==> config.mk <==
export PLATFORM = sky130hd
export DESIGN_NAME = open_addressing_probe_insert
export DESIGN_NICKNAME = d
export VERILOG_FILES = /design/src/rtl/oapi_pkg.sv /design/src/rtl/oapi_div.sv /design/src/rtl/oapi_dp.sv /design/src/rtl/oapi_ctrl.sv /design/src/rtl/open_addressing_probe_insert.sv
export SDC_FILE = /design/constraint.sdc
export NUM_CORES = 2
export LEC_CHECK = 0
export BUFFER_PORTS_ARGS = -buffer_cell sky130_fd_sc_hd__buf_2
export CAP_MARGIN = 20
export CORE_UTILIZATION = 25
export DETAILED_ROUTE_END_ITERATION = 10
export SLEW_MARGIN = 10
export SYNTH_ARGS = -nofsm -noshare
export SYNTH_HDL_FRONTEND = slang
export SYNTH_SLANG_ARGS = --single-unit
==> constraint.sdc <==
create_clock -name i_clk -period 11.6 [get_ports i_clk]
set_input_delay 2.32 -clock i_clk [delete_from_list [all_inputs] [get_ports i_clk]]
set_output_delay 2.32 -clock i_clk [all_outputs]
set_load 0.02 [all_outputs]
==> src/rtl/oapi_pkg.sv <==
// shared types, constants and helpers for the open-addressing probe/insert block
`default_nettype none
package oapi_pkg;

    localparam int unsigned TABLE_DEPTH_DEF = 64;
    localparam int unsigned KEY_W   = 31;
    localparam int unsigned SIZE_W  = 7;
    localparam int unsigned COEF_W  = 8;
    localparam int unsigned SLOT_W  = 6;
    localparam int unsigned STEP_W  = 7;
    localparam int unsigned TOT_W   = 32;
    localparam int unsigned CIDX_W  = 2;
    localparam int unsigned DCNT_W  = 5;

    // divider step counts: full key, or one coefficient loaded at the top
    localparam logic [DCNT_W-1:0] DIV_KEY_STEPS  = 5'd31;
    localparam logic [DCNT_W-1:0] DIV_COEF_STEPS = 5'd8;

    localparam logic [SIZE_W-1:0] SIZE_RESET = 7'd64;
    localparam logic [COEF_W-1:0] QLIN_RESET = 8'd1;
    localparam logic [COEF_W-1:0] QSQ_RESET  = 8'd3;

    typedef enum logic [CIDX_W-1:0] {
        CFG_SLOT_COUNT = 2'd0,
        CFG_QUAD_LIN   = 2'd1,
        CFG_QUAD_SQ    = 2'd2
    } t_cfg_reg;

    typedef enum logic {
        CMD_INSERT = 1'b0,
        CMD_READ   = 1'b1
    } t_cmd;

    typedef enum logic [1:0] {
        DIV_KEY = 2'd0,
        DIV_C1  = 2'd1,
        DIV_C2  = 2'd2
    } t_div_sel;

    typedef enum logic [3:0] {
        S_IDLE,
        S_KEY_GO,
        S_KEY_WAIT,
        S_C1_GO,
        S_C1_WAIT,
        S_C2_GO,
        S_C2_WAIT,
        S_SETUP,
        S_PROBE,
        S_INS_OUT,
        S_RD_ISSUE,
        S_RD_OUT
    } t_state;

    // controller to datapath
    typedef struct packed {
        logic     load;
        logic     div_start;
        t_div_sel div_sel;
        logic     cap_rem;
        logic     setup;
        logic     probe;
        logic     fin_ins;
        logic     rd_issue;
        logic     fin_rd;
    } t_dp_ctl;

    // datapath to controller
    typedef struct packed {
        logic div_done;
        logic probe_fin;
    } t_dp_stat;

    // sum of two residues, folded back once below the modulus
    function automatic logic [SIZE_W-1:0] f_mod_add(input logic [SIZE_W-1:0] a,
                                                    input logic [SIZE_W-1:0] b,
                                                    input logic [SIZE_W-1:0] m);
        logic [SIZE_W:0] s;
        s = {1'b0, a} + {1'b0, b};
        if (s >= {1'b0, m}) begin
            s = s - {1'b0, m};
        end
        return s[SIZE_W-1:0];
    endfunction

endpackage
`default_nettype wire

==> src/rtl/oapi_div.sv <==
// restoring remainder unit, one dividend bit per cycle
`default_nettype none
module oapi_div (
    input  wire logic                               i_clk,
    input  wire logic                               i_rst_n,
    input  wire logic                               i_start,
    input  wire logic [oapi_pkg::KEY_W-1:0]         i_dividend,
    input  wire logic [oapi_pkg::DCNT_W-1:0]        i_steps,
    input  wire logic [oapi_pkg::SIZE_W-1:0]        i_divisor,
    output logic                                    o_done,
    output logic [oapi_pkg::SIZE_W-1:0]             o_rem
);
    logic [oapi_pkg::KEY_W-1:0]  r_q;
    logic [oapi_pkg::SIZE_W-1:0] r_r, n_r;
    logic [oapi_pkg::DCNT_W-1:0] r_cnt;
    logic                        r_done;
    logic [oapi_pkg::SIZE_W:0]   trial;

    // shift in the next dividend bit and subtract when it fits
    always_comb begin
        trial = {r_r, r_q[oapi_pkg::KEY_W-1]};
        if (trial >= {1'b0, i_divisor}) begin
            trial = trial - {1'b0, i_divisor};
        end
        n_r = trial[oapi_pkg::SIZE_W-1:0];
    end

    // step counter and done pulse
    always_ff @(posedge i_clk) begin
        if (!i_rst_n) begin
            r_cnt  <= '0;
            r_done <= 1'b0;
        end else begin
            r_done <= 1'b0;
            if (i_start) begin
                r_cnt <= i_steps;
            end else if (r_cnt != '0) begin
                r_cnt  <= r_cnt - 1'b1;
                r_done <= (r_cnt == 5'd1);
            end
        end
    end

    // partial remainder and dividend shift
    always_ff @(posedge i_clk) begin
        if (i_start) begin
            r_q <= i_dividend;
            r_r <= '0;
        end else if (r_cnt != '0) begin
            r_q <= {r_q[oapi_pkg::KEY_W-2:0], 1'b0};
            r_r <= n_r;
        end
    end

    assign o_done = r_done;
    assign o_rem  = r_r;

endmodule
`default_nettype wire

==> src/rtl/oapi_dp.sv <==
// datapath: configuration, key memories, occupancy bits, probe logic, result words
`default_nettype none
module oapi_dp #(
    parameter int unsigned TABLE_DEPTH = oapi_pkg::TABLE_DEPTH_DEF
) (
    input  wire logic                          i_clk,
    input  wire logic                          i_rst_n,
    input  wire oapi_pkg::t_dp_ctl             i_ctl,
    output oapi_pkg::t_dp_stat                 o_stat,
    input  wire logic                          i_cfg_we,
    input  wire logic [oapi_pkg::CIDX_W-1:0]   i_cfg_index,
    input  wire logic [oapi_pkg::COEF_W-1:0]   i_cfg_data,
    input  wire logic [oapi_pkg::KEY_W-1:0]    i_key,
    input  wire logic [oapi_pkg::SLOT_W-1:0]   i_slot_index,
    output logic                               o_strobe,
    output logic [oapi_pkg::SLOT_W-1:0]        o_linear_slot,
    output logic                               o_linear_placed,
    output logic [oapi_pkg::STEP_W-1:0]        o_linear_step_collisions,
    output logic [oapi_pkg::SLOT_W-1:0]        o_quad_slot,
    output logic                               o_quad_placed,
    output logic [oapi_pkg::STEP_W-1:0]        o_quad_step_collisions,
    output logic [oapi_pkg::TOT_W-1:0]         o_linear_total_collisions,
    output logic [oapi_pkg::TOT_W-1:0]         o_quad_total_collisions,
    output logic [oapi_pkg::KEY_W-1:0]         o_read_linear_key,
    output logic                               o_read_linear_used,
    output logic [oapi_pkg::KEY_W-1:0]         o_read_quad_key,
    output logic                               o_read_quad_used
);
    localparam int unsigned AW = (TABLE_DEPTH > 1) ? $clog2(TABLE_DEPTH) : 1;
    localparam int unsigned SW = oapi_pkg::SIZE_W;

    // configuration registers
    logic [SW-1:0]                   r_size;
    logic [oapi_pkg::COEF_W-1:0]     r_c1, r_c2;

    always_ff @(posedge i_clk) begin
        if (!i_rst_n) begin
            r_size <= oapi_pkg::SIZE_RESET;
            r_c1   <= oapi_pkg::QLIN_RESET;
            r_c2   <= oapi_pkg::QSQ_RESET;
        end else if (i_cfg_we) begin
            if (i_cfg_index == oapi_pkg::CFG_SLOT_COUNT) begin
                r_size <= i_cfg_data[SW-1:0];
            end
            if (i_cfg_index == oapi_pkg::CFG_QUAD_LIN) begin
                r_c1 <= i_cfg_data;
            end
            if (i_cfg_index == oapi_pkg::CFG_QUAD_SQ) begin
                r_c2 <= i_cfg_data;
            end
        end
    end

    // active size, clamped to one and to the table depth
    logic [SW-1:0] act_size;
    always_comb begin
        if (r_size == '0) begin
            act_size = 7'd1;
        end else if (int'(r_size) > int'(TABLE_DEPTH)) begin
            act_size = SW'(TABLE_DEPTH);
        end else begin
            act_size = r_size;
        end
    end

    // word latched at accept
    logic [oapi_pkg::KEY_W-1:0]  r_key;
    logic [oapi_pkg::SLOT_W-1:0] r_idx;
    logic [SW-1:0]               r_m;

    always_ff @(posedge i_clk) begin
        if (i_ctl.load) begin
            r_key <= i_key;
            r_idx <= i_slot_index;
            r_m   <= act_size;
        end
    end

    // shared remainder unit
    logic [oapi_pkg::KEY_W-1:0]  div_dividend;
    logic [oapi_pkg::DCNT_W-1:0] div_steps;
    logic                        div_done;
    logic [SW-1:0]               div_rem;

    always_comb begin
        unique case (i_ctl.div_sel)
            oapi_pkg::DIV_C1: begin
                div_dividend = {r_c1, 23'd0};
                div_steps    = oapi_pkg::DIV_COEF_STEPS;
            end
            oapi_pkg::DIV_C2: begin
                div_dividend = {r_c2, 23'd0};
                div_steps    = oapi_pkg::DIV_COEF_STEPS;
            end
            default: begin
                div_dividend = r_key;
                div_steps    = oapi_pkg::DIV_KEY_STEPS;
            end
        endcase
    end

    oapi_div u_div (
        .i_clk      (i_clk),
        .i_rst_n    (i_rst_n),
        .i_start    (i_ctl.div_start),
        .i_dividend (div_dividend),
        .i_steps    (div_steps),
        .i_divisor  (r_m),
        .o_done     (div_done),
        .o_rem      (div_rem)
    );

    // residues of key and coefficients
    logic [SW-1:0] r_home, r_c1m, r_c2m;

    always_ff @(posedge i_clk) begin
        if (i_ctl.cap_rem) begin
            unique case (i_ctl.div_sel)
                oapi_pkg::DIV_C1: r_c1m  <= div_rem;
                oapi_pkg::DIV_C2: r_c2m  <= div_rem;
                default:          r_home <= div_rem;
            endcase
        end
    end

    // probe state
    logic [SW-1:0]    r_i, r_lpos, r_qpos, r_qd, r_qe, r_lcoll, r_qcoll;
    logic             r_ldone, r_qdone;
    logic [SW-1:0]    lpos_inc;
    logic             l_occ, q_occ, l_wr, q_wr;
    logic [TABLE_DEPTH-1:0] r_lused, r_qused;

    assign l_occ = r_lused[AW'(r_lpos)];
    assign q_occ = r_qused[AW'(r_qpos)];
    assign l_wr  = i_ctl.probe && !r_ldone && !l_occ;
    assign q_wr  = i_ctl.probe && !r_qdone && !q_occ;
    assign lpos_inc = (r_lpos + 1'b1 == r_m) ? '0 : r_lpos + 1'b1;

    always_ff @(posedge i_clk) begin
        if (i_ctl.setup) begin
            r_i     <= '0;
            r_lpos  <= r_home;
            r_qpos  <= r_home;
            r_qd    <= oapi_pkg::f_mod_add(r_c1m, r_c2m, r_m);
            r_qe    <= oapi_pkg::f_mod_add(r_c2m, r_c2m, r_m);
            r_ldone <= 1'b0;
            r_qdone <= 1'b0;
        end else if (i_ctl.probe) begin
            r_i <= r_i + 1'b1;
            // linear table: next slot with wrap
            if (!r_ldone) begin
                if (!l_occ) begin
                    r_ldone <= 1'b1;
                    r_lcoll <= r_i;
                end else begin
                    r_lpos <= lpos_inc;
                end
            end
            // quadratic table: offset grows by a running difference
            if (!r_qdone) begin
                if (!q_occ) begin
                    r_qdone <= 1'b1;
                    r_qcoll <= r_i;
                end else begin
                    r_qpos <= oapi_pkg::f_mod_add(r_qpos, r_qd, r_m);
                    r_qd   <= oapi_pkg::f_mod_add(r_qd, r_qe, r_m);
                end
            end
        end
    end

    // occupancy bits, cleared by reset
    always_ff @(posedge i_clk) begin
        if (!i_rst_n) begin
            r_lused <= '0;
            r_qused <= '0;
        end else begin
            if (l_wr) begin
                r_lused[AW'(r_lpos)] <= 1'b1;
            end
            if (q_wr) begin
                r_qused[AW'(r_qpos)] <= 1'b1;
            end
        end
    end

    // key memories, one write and one registered read each
    logic [oapi_pkg::KEY_W-1:0] lmem [TABLE_DEPTH];
    logic [oapi_pkg::KEY_W-1:0] qmem [TABLE_DEPTH];
    logic [oapi_pkg::KEY_W-1:0] r_lrd, r_qrd;
    logic                       r_lrd_used, r_qrd_used, r_rd_ok;

    always_ff @(posedge i_clk) begin
        if (l_wr) begin
            lmem[AW'(r_lpos)] <= r_key;
        end
        if (q_wr) begin
            qmem[AW'(r_qpos)] <= r_key;
        end
        if (i_ctl.rd_issue) begin
            r_lrd      <= lmem[AW'(r_idx)];
            r_qrd      <= qmem[AW'(r_idx)];
            r_lrd_used <= r_lused[AW'(r_idx)];
            r_qrd_used <= r_qused[AW'(r_idx)];
            r_rd_ok    <= int'(r_idx) < int'(TABLE_DEPTH);
        end
    end

    // step results and saturating totals
    logic [SW-1:0]                 lcoll_res, qcoll_res;
    logic [oapi_pkg::TOT_W:0]      lsum, qsum;
    logic [oapi_pkg::TOT_W-1:0]    r_ltot, r_qtot, ltot_new, qtot_new;

    assign lcoll_res = r_ldone ? r_lcoll : r_i;
    assign qcoll_res = r_qdone ? r_qcoll : r_i;
    assign lsum = {1'b0, r_ltot} + {{(oapi_pkg::TOT_W+1-SW){1'b0}}, lcoll_res};
    assign qsum = {1'b0, r_qtot} + {{(oapi_pkg::TOT_W+1-SW){1'b0}}, qcoll_res};
    assign ltot_new = lsum[oapi_pkg::TOT_W] ? '1 : lsum[oapi_pkg::TOT_W-1:0];
    assign qtot_new = qsum[oapi_pkg::TOT_W] ? '1 : qsum[oapi_pkg::TOT_W-1:0];

    always_ff @(posedge i_clk) begin
        if (!i_rst_n) begin
            r_ltot <= '0;
            r_qtot <= '0;
        end else if (i_ctl.fin_ins) begin
            r_ltot <= ltot_new;
            r_qtot <= qtot_new;
        end
    end

    // result word register and strobe
    always_ff @(posedge i_clk) begin
        if (!i_rst_n) begin
            o_strobe <= 1'b0;
        end else begin
            o_strobe <= i_ctl.fin_ins || i_ctl.fin_rd;
        end
    end

    always_ff @(posedge i_clk) begin
        if (i_ctl.fin_ins) begin
            o_linear_slot             <= r_ldone ? oapi_pkg::SLOT_W'(r_lpos) : '0;
            o_linear_placed           <= r_ldone;
            o_linear_step_collisions  <= lcoll_res;
            o_quad_slot               <= r_qdone ? oapi_pkg::SLOT_W'(r_qpos) : '0;
            o_quad_placed             <= r_qdone;
            o_quad_step_collisions    <= qcoll_res;
            o_linear_total_collisions <= ltot_new;
            o_quad_total_collisions   <= qtot_new;
            o_read_linear_key         <= '0;
            o_read_linear_used        <= 1'b0;
            o_read_quad_key           <= '0;
            o_read_quad_used          <= 1'b0;
        end else if (i_ctl.fin_rd) begin
            o_linear_slot             <= '0;
            o_linear_placed           <= 1'b0;
            o_linear_step_collisions  <= '0;
            o_quad_slot               <= '0;
            o_quad_placed             <= 1'b0;
            o_quad_step_collisions    <= '0;
            o_linear_total_collisions <= r_ltot;
            o_quad_total_collisions   <= r_qtot;
            o_read_linear_key         <= (r_rd_ok && r_lrd_used) ? r_lrd : '0;
            o_read_linear_used        <= r_rd_ok && r_lrd_used;
            o_read_quad_key           <= (r_rd_ok && r_qrd_used) ? r_qrd : '0;
            o_read_quad_used          <= r_rd_ok && r_qrd_used;
        end
    end

    // status back to the controller
    assign o_stat.div_done  = div_done;
    assign o_stat.probe_fin = (r_ldone && r_qdone) || (r_i == r_m);

`ifndef SYNTHESIS
    // probe count never runs past the active size
    a_i_bound: assert property (@(posedge i_clk) disable iff (!i_rst_n)
        i_ctl.probe |-> (r_i < r_m))
        else $error("probe count past active size");
    // probe positions stay inside the active size
    a_pos_bound: assert property (@(posedge i_clk) disable iff (!i_rst_n)
        i_ctl.probe |-> (r_lpos < r_m) && (r_qpos < r_m))
        else $error("probe position out of range");
    // a linear slot that takes a key is marked occupied afterwards
    a_mark: assert property (@(posedge i_clk) disable iff (!i_rst_n)
        l_wr |=> r_lused[AW'($past(r_lpos))])
        else $error("linear slot not marked after write");
`endif

endmodule
`default_nettype wire

==> src/rtl/oapi_ctrl.sv <==
// controller: sequences remainders, probing and result delivery
`default_nettype none
module oapi_ctrl (
    input  wire logic                  i_clk,
    input  wire logic                  i_rst_n,
    input  wire logic                  i_start,
    input  wire logic                  i_is_read,
    input  wire oapi_pkg::t_dp_stat    i_stat,
    output oapi_pkg::t_dp_ctl          o_ctl,
    output logic                       o_busy
);
    oapi_pkg::t_state r_state, n_state;

    // state register
    always_ff @(posedge i_clk) begin
        if (!i_rst_n) begin
            r_state <= oapi_pkg::S_IDLE;
        end else begin
            r_state <= n_state;
        end
    end

    // next state and datapath commands
    always_comb begin
        n_state = r_state;
        o_ctl   = '0;
        o_ctl.div_sel = oapi_pkg::DIV_KEY;
        unique case (r_state)
            oapi_pkg::S_IDLE: begin
                if (i_start) begin
                    o_ctl.load = 1'b1;
                    n_state = i_is_read ? oapi_pkg::S_RD_ISSUE : oapi_pkg::S_KEY_GO;
                end
            end
            oapi_pkg::S_KEY_GO: begin
                o_ctl.div_start = 1'b1;
                n_state = oapi_pkg::S_KEY_WAIT;
            end
            oapi_pkg::S_KEY_WAIT: begin
                if (i_stat.div_done) begin
                    o_ctl.cap_rem = 1'b1;
                    n_state = oapi_pkg::S_C1_GO;
                end
            end
            oapi_pkg::S_C1_GO: begin
                o_ctl.div_sel   = oapi_pkg::DIV_C1;
                o_ctl.div_start = 1'b1;
                n_state = oapi_pkg::S_C1_WAIT;
            end
            oapi_pkg::S_C1_WAIT: begin
                o_ctl.div_sel = oapi_pkg::DIV_C1;
                if (i_stat.div_done) begin
                    o_ctl.cap_rem = 1'b1;
                    n_state = oapi_pkg::S_C2_GO;
                end
            end
            oapi_pkg::S_C2_GO: begin
                o_ctl.div_sel   = oapi_pkg::DIV_C2;
                o_ctl.div_start = 1'b1;
                n_state = oapi_pkg::S_C2_WAIT;
            end
            oapi_pkg::S_C2_WAIT: begin
                o_ctl.div_sel = oapi_pkg::DIV_C2;
                if (i_stat.div_done) begin
                    o_ctl.cap_rem = 1'b1;
                    n_state = oapi_pkg::S_SETUP;
                end
            end
            oapi_pkg::S_SETUP: begin
                o_ctl.setup = 1'b1;
                n_state = oapi_pkg::S_PROBE;
            end
            oapi_pkg::S_PROBE: begin
                if (i_stat.probe_fin) begin
                    n_state = oapi_pkg::S_INS_OUT;
                end else begin
                    o_ctl.probe = 1'b1;
                end
            end
            oapi_pkg::S_INS_OUT: begin
                o_ctl.fin_ins = 1'b1;
                n_state = oapi_pkg::S_IDLE;
            end
            oapi_pkg::S_RD_ISSUE: begin
                o_ctl.rd_issue = 1'b1;
                n_state = oapi_pkg::S_RD_OUT;
            end
            oapi_pkg::S_RD_OUT: begin
                o_ctl.fin_rd = 1'b1;
                n_state = oapi_pkg::S_IDLE;
            end
            default: begin
                n_state = oapi_pkg::S_IDLE;
            end
        endcase
    end

    assign o_busy = (r_state != oapi_pkg::S_IDLE);

`ifndef SYNTHESIS
    // a finished word always returns to idle
    a_fin_idle: assert property (@(posedge i_clk) disable iff (!i_rst_n)
        (o_ctl.fin_ins || o_ctl.fin_rd) |=> (r_state == oapi_pkg::S_IDLE))
        else $error("no return to idle after result");
    // never probe and finish in the same cycle
    a_probe_excl: assert property (@(posedge i_clk) disable iff (!i_rst_n)
        o_ctl.probe |-> !o_ctl.fin_ins && !o_ctl.fin_rd)
        else $error("probe overlaps finish");
    // a word is only taken when idle
    a_load_idle: assert property (@(posedge i_clk) disable iff (!i_rst_n)
        o_ctl.load |-> !o_busy)
        else $error("word taken while busy");
`endif

endmodule
`default_nettype wire

==> src/rtl/open_addressing_probe_insert.sv <==
// top level: linear and quadratic open-addressing insert and read-back
//
//  channel   | handshake                      | contents
//  ----------+--------------------------------+-----------------------------------
//  command   | start / busy                   | i_command, i_key, i_slot_index
//  result    | o_strobe (one cycle, no stall) | slot, placed, collisions, totals, read
//  config    | i_cfg_valid / o_cfg_ready      | i_cfg_index, i_cfg_data
//
// insert: the key remainder, then the two coefficient residues, one setup step, then the probe
// walk (both tables together, at most m probes, m being the active size), an end-of-walk step
// and the result step. a read issues the memory read and then delivers the result.
// the remainder unit (one bit a cycle) and the probe walk set the insert time.
// reset is synchronous, active low; it empties both tables and clears the totals.
// results are never held off; o_strobe marks each for one cycle.
`default_nettype none
module open_addressing_probe_insert #(
    parameter int unsigned TABLE_DEPTH = oapi_pkg::TABLE_DEPTH_DEF
) (
    input  wire logic                          i_clk,
    input  wire logic                          i_rst_n,
    input  wire logic                          start,
    output logic                               busy,
    input  wire logic                          i_command,
    input  wire logic [oapi_pkg::KEY_W-1:0]    i_key,
    input  wire logic [oapi_pkg::SLOT_W-1:0]   i_slot_index,
    input  wire logic                          i_cfg_valid,
    output logic                               o_cfg_ready,
    input  wire logic [oapi_pkg::CIDX_W-1:0]   i_cfg_index,
    input  wire logic [oapi_pkg::COEF_W-1:0]   i_cfg_data,
    output logic                               o_strobe,
    output logic [oapi_pkg::SLOT_W-1:0]        o_linear_slot,
    output logic                               o_linear_placed,
    output logic [oapi_pkg::STEP_W-1:0]        o_linear_step_collisions,
    output logic [oapi_pkg::SLOT_W-1:0]        o_quad_slot,
    output logic                               o_quad_placed,
    output logic [oapi_pkg::STEP_W-1:0]        o_quad_step_collisions,
    output logic [oapi_pkg::TOT_W-1:0]         o_linear_total_collisions,
    output logic [oapi_pkg::TOT_W-1:0]         o_quad_total_collisions,
    output logic [oapi_pkg::KEY_W-1:0]         o_read_linear_key,
    output logic                               o_read_linear_used,
    output logic [oapi_pkg::KEY_W-1:0]         o_read_quad_key,
    output logic                               o_read_quad_used
);
    oapi_pkg::t_dp_ctl  ctl;
    oapi_pkg::t_dp_stat stat;

    // configuration words are always taken
    assign o_cfg_ready = 1'b1;

    oapi_ctrl u_ctrl (
        .i_clk     (i_clk),
        .i_rst_n   (i_rst_n),
        .i_start   (start),
        .i_is_read (i_command == oapi_pkg::CMD_READ),
        .i_stat    (stat),
        .o_ctl     (ctl),
        .o_busy    (busy)
    );

    oapi_dp #(
        .TABLE_DEPTH (TABLE_DEPTH)
    ) u_dp (
        .i_clk                     (i_clk),
        .i_rst_n                   (i_rst_n),
        .i_ctl                     (ctl),
        .o_stat                    (stat),
        .i_cfg_we                  (i_cfg_valid && o_cfg_ready),
        .i_cfg_index               (i_cfg_index),
        .i_cfg_data                (i_cfg_data),
        .i_key                     (i_key),
        .i_slot_index              (i_slot_index),
        .o_strobe                  (o_strobe),
        .o_linear_slot             (o_linear_slot),
        .o_linear_placed           (o_linear_placed),
        .o_linear_step_collisions  (o_linear_step_collisions),
        .o_quad_slot               (o_quad_slot),
        .o_quad_placed             (o_quad_placed),
        .o_quad_step_collisions    (o_quad_step_collisions),
        .o_linear_total_collisions (o_linear_total_collisions),
        .o_quad_total_collisions   (o_quad_total_collisions),
        .o_read_linear_key         (o_read_linear_key),
        .o_read_linear_used        (o_read_linear_used),
        .o_read_quad_key           (o_read_quad_key),
        .o_read_quad_used          (o_read_quad_used)
    );

endmodule
`default_nettype wire

### After elaboration in Yosys (flattened, before gate mapping)

Memories as Yosys holds them, arrays and structs flattened. A register that Yosys moved wholly into a read port is not among the register bits.
Index checks and enable logic that the tools add are counted.

| storage, ports and cells | value |
|---|---|
| word-level logic and storage cells | 231 |
| register bits | 538 |
| ROM bits | 0 |
| memories kept | 2 |
| bits of input ports | 52 |
| latch bits | 0 |
| bits in writable memories | 3968 |
| output and inout bits | 159 |

| operators by class | value |
|---|---|
| shift operators | 0 |
| mux-type cells | 85 |
| bitwise gates (word level) | 10 |
| multipliers | 0 |
| divide/modulo/power cells | 0 |
| add/subtract/negate cells | 14 |
| equal/unequal tests | 25 |
| $lt $le $gt $ge | 11 |
| reductions and logical operators | 41 |

Memory list:

| name | depth | bits a word | rd ports | clocked after Yosys merged registers in | wr ports | RTL line | source |
|---|---|---|---|---|---|---|---|
| u_dp.lmem | 64 | 31 | 1 | 1 | 1 | oapi_dp.sv:188 | `logic [oapi_pkg::KEY_W-1:0] lmem [TABLE_DEPTH];` |
| u_dp.qmem | 64 | 31 | 1 | 1 | 1 | oapi_dp.sv:189 | `logic [oapi_pkg::KEY_W-1:0] qmem [TABLE_DEPTH];` |

Operator list:

| cell | count |
|---|---|
| $mux 32 | 6 |
| $mux 7 | 24 |
| $or 64x64->64 | 2 |
| $mux 31 | 4 |
| $add 32x7->33 | 2 |
| $pmux 31 s2 | 1 |
| $ge 8x7->1 | 5 |
| $pmux 4 s10 | 1 |
| $sub 7x7->7 | 5 |
| $add 7x7->8 | 4 |
| $mux 6 | 5 |
| $mux 1 | 28 |
| $bmux 1 s6 | 4 |
| $mux 4 | 6 |
| $lt 6x7->1 const B | 3 |
| $eq 4x3->1 const B | 4 |
| $eq 4x4->1 const B | 4 |
| $mux 5 | 3 |
| $add 7x1->7 const B | 2 |
| $eq 7x7->1 | 2 |
| $demux 1 s6 | 2 |
| $ge 6x1->1 const B | 2 |
| $reduce_and 2->1 | 6 |
| $reduce_bool 2->1 | 5 |
| 24 further kinds | 56 |

### Longest topological paths before layout

| logic depth | value |
|---|---|
| word-level depth | 8 |
| gate-level depth with buffers | 15 |
| mapped depth without buffers | 15 |

### Hierarchy

Synthesis repeated with hierarchy kept, for this count alone.

| second synthesis, totals | value |
|---|---|
| cells, all modules | 7963 |
| area total of the unflattened synthesis | 177301.3 µm² |

Modules (own cells, without submodules):

| module | instances | cells an instance | area each (µm²) | seq. area each (µm²) |
|---|---|---|---|---|
| oapi_dp | 1 | 7710 | 174523.6 | 132837.4 |
| oapi_div | 1 | 201 | 2386.0 | 1191.1 |
| oapi_ctrl | 1 | 50 | 380.4 | 80.1 |
| open_addressing_probe_insert | 1 | 2 | 11.3 | 0.0 |

### Least setup slack after synthesis

Ideal clock, no wire load.

| timing | value |
|---|---|
| path kind | register -> register |
| start point | reg u_dp.r_lpos[0] |
| end point | mem u_dp.lmem[30][0] (netlist bit), enable pin |
| stages on the path, launching flop included | 9 |
| data arrival time | 5228 ps |
| setup time | 501 ps |
| data required time | 11099 ps |
| path buffers | 3 |
| slack | 5871 ps |
| period minus slack after synthesis | 5729 ps |
| cell sequence | edfxtp_1 -> clkbuf_1 -> buf_2 -> mux2_2 -> a31o_2 -> a211oi_1 -> o32ai_1 -> clkbuf_1 -> nor4_1 |

| between the ends | value |
|---|---|
| longest elaborated chain between the ends | 6 |

Ends and longest elaborated chain:

| what | RTL line | source |
|---|---|---|
| start: declaration | oapi_dp.sv:127 | `logic [SW-1:0] r_i, r_lpos, r_qpos, r_qd, r_qe, r_lcoll, r_qcoll;` |
| start signal: assignment | oapi_dp.sv:142 | `r_lpos <= r_home;` |
| start signal: assignment | oapi_dp.sv:156 | `r_lpos <= lpos_inc;` |
| $bmux 1 s6 | oapi_dp.sv:133 | `assign l_occ = r_lused[AW'(r_lpos)];` |
| $mux 1 (not written as such) | oapi_dp.sv:133 |  |
| $logic_not 1->1 | oapi_dp.sv:135 | `assign l_wr = i_ctl.probe && !r_ldone && !l_occ;` |
| $logic_and 1x1->1 | oapi_dp.sv:135 |  |
| $mux 1 | oapi_dp.sv:194 | `if (l_wr) begin` |
| $mux 1 (not written as such) | oapi_dp.sv:195 | `lmem[AW'(r_lpos)] <= r_key;` |
| end: declaration | oapi_dp.sv:188 |  |

Parallel ways exist; a longest one is shown, timed or not. The select of a mux whose other input is x is not followed.

==> qor.txt <==
Die Ht = 843 um
Vias per cell = 4.75
Initial antenna violation count = 38
Total power = 0.0388 W
Slowest stage cell on the critical path = buf_4
GPL Wtd Cong = 0.789
Post-synth ARST share = 0%
Hold Violations, Final = 0
Top routing layer used = met5
PwrDens = 190 nW/um^2
Most used cell, CP = mux4_2
YS warnings = 0
Dpl hpwl = 265000 um
Met2 WL = 236000 um
Met3 routed WL = 35600 um
Initial core utilization = 25.1%
Worst path required time = 12.36 ns
Critical Path End Type = flip-flop
Setup TNS = 0 ns
CTS buffer count = 417
Core ar. = 704000 um^2
Worst slew margin = 23.5%
Syn_nets = 8100
Sequential fraction of the synthesis area = 75.9%
Clock skew = 0.0980 ns
Antenna viol nets, final = 0
FILL cells = 68.1k
Synth Instances = 7961
Clock sinks = 4568
Clock latency on the worst-skew pair = 1.04 ns
Die area = 710000 um^2
Drt first pass iters = 5
PostCTS Resize Cnt = 0
CTS H-tree depth = 5
Total global routing overflow = 0
First-pass GRT wire length = 678000 um
CTS Root Buffer Type = clkbuf_16
Worst setup path class = flip-flop to flip-flop
Die width = 843 um
VDD IR max = 128 uV
Synth unique cells = 70
DRC viols = 0
Main synth FF type = edfxtp_1
Rows = 308
Final WL = 485000 um
Clk slew on worst S/H paths = 0.07 ns
DP Worst Slack = 6.78 ns
Yosys reg bits = 4568
Count of pins over their slew limit = 0
# IOs = 211
Worst Max-Slew Pin Slew = 1.15 ns
Hold/Removal Path Class = flip-flop to flip-flop
Commonest non-fill, non-tap cell in the layout = edfxtp_1
Layout cells sized above 1 = 30.2%
CP Data Arrival Time = 5.48 ns
Crit path max fanout = 95
Crit path launch type = flip-flop
Status = complete, no violations
Cts hold-fix bufs = 0
Vias in the first global route = 86.0k
Worst path cell trace = buf_4 -> buf_12 -> buf_4 -> mux4_2 -> mux4_2 -> mux4_2
Post-synth EDFFs = 4262
Syn_area_per_cell = 22.2 um^2
Fin Hold WS = 0.451 ns
Setup violators final = 0
R2R Setup Slk = 6.88 ns
Tcrit/Tclk final = 40.7%
FMAX = 212 MHz
CTS tree = built
RSZ-0062 raised after global routing = no
WL met1 = 199000 um
Post CTS Setup Buffer Count = 0
Pleak = 62.9 nW
P&R area growth vs syn = 15.8%
CP max stage delay = 0.80 ns
Max-Cap Viols = 0
Vias = 86.1k
Most frequent cells in the layout = 4262 x edfxtp_1, 1372 x mux4_2, 425 x clkbuf_16
Final Critical Period = 4.72 ns
Max clock buf depth = 4
DRT iter0 DRCs = 10.8k
I/O Buffers = 209
Final WS setup = 6.88 ns
Synthesized area = 177000 um^2
Largest net degree at the start of global routing = 140
GRT Total Usage = 13.1%
Layout net count = 8598
Wire length per cell = 26.7 um
==> worst paths after layout <==
check	start	endpoint	cells after the start
setup / recovery	u_dp.r_idx[0]	u_dp.r_qrd[8]	6
hold / removal	u_dp.o_read_quad_key[7]	u_dp.o_read_quad_key[7]	2
setup reg to reg	u_dp.r_idx[0]	u_dp.r_qrd[8]	6
hold reg to reg	u_dp.o_read_quad_key[7]	u_dp.o_read_quad_key[7]	2
==> area by class of cell <==
type	count	area, um^2	area share [%]
multi-input combinational	2903	41700	20.4
clock buffer	539	11200	5.49
inverter	61	234	0.114
timing repair buffer	508	3490	1.71
tap	9300	11600	5.69
clock inverter	231	2170	1.06
antenna	21	52.6	0.0257
sequential	4568	134000	65.6
==> cell usage after synthesis, types with 59 or more instances <==
library cell | number | area (um^2)
a21oi_1 | 110 | 551
buf_1 | 73 | 274
clkbuf_1 | 343 | 1290
dfxtp_1 | 306 | 6130
edfxtp_1 | 4262 | 128000
ha_1 | 77 | 963
inv_1 | 59 | 221
mux4_2 | 1372 | 30900
nand2_1 | 201 | 754
nand3_1 | 84 | 420
nor2_1 | 226 | 848
nor3_1 | 73 | 365
o21a_1 | 100 | 751
o21ai_0 | 74 | 370
==> flip-flops by register name (all words and copies together) (netlist names), 32 cells and up <==
| signal | flops |
|---|---|
| u_dp.lmem | 1984 |
| u_dp.qmem | 1984 |
| u_dp.r_lused | 64 |
| u_dp.r_qused | 64 |
| u_dp.o_linear_total_collisions | 32 |
| u_dp.o_quad_total_collisions | 32 |
| u_dp.r_ltot | 32 |
| u_dp.r_qtot | 32 |
==> report_power, final <==
group          switching (W)  internal [W]  leakage (nW)
Sequential          0.000204        0.0190          40.9
Clock                0.00615       0.00754          6.53
Combinational        0.00357       0.00233          15.5
==> worst max-delay path, delay by kind of cell (launching register included) <==
kind	cells	cell delay [ns]
flip-flops	1	0.41
multiplexers	3	1.69
buffers and inverters	3	2.17
==> metal layers <==
layer | global-route usage [%] | vias to the layer above
met2 | 22.0 | 3743
met3 | 1.88 | 671
met4 | 3.55 | 10
met5 | 0 | -
li1 | - | 34600
met1 | 17.9 | 47100
==> kinds of logic after synthesis <==
family          share of synthesized area [%]
compound gates                           1.77
xor+xnor                                0.406
fa+ha+maj                               0.658
buf+inv                                  1.06
flops                                    75.9
mux                                      18.0
other cells                           0.00212
simple gates                             2.17
==> stage by stage <==
stage	std cells	utilization (%)	instance area, um^2
4_1_cts	18100	29.1	204000
3_3_place_gp	17300	27.1	191000
2_1_floorplan	7961	-	177000
3_5_place_dp	17300	27.2	191000
5_1_grt	18100	29.1	205000
6_report	18100	29.1	205000
(Power assumes the default switching activity.)
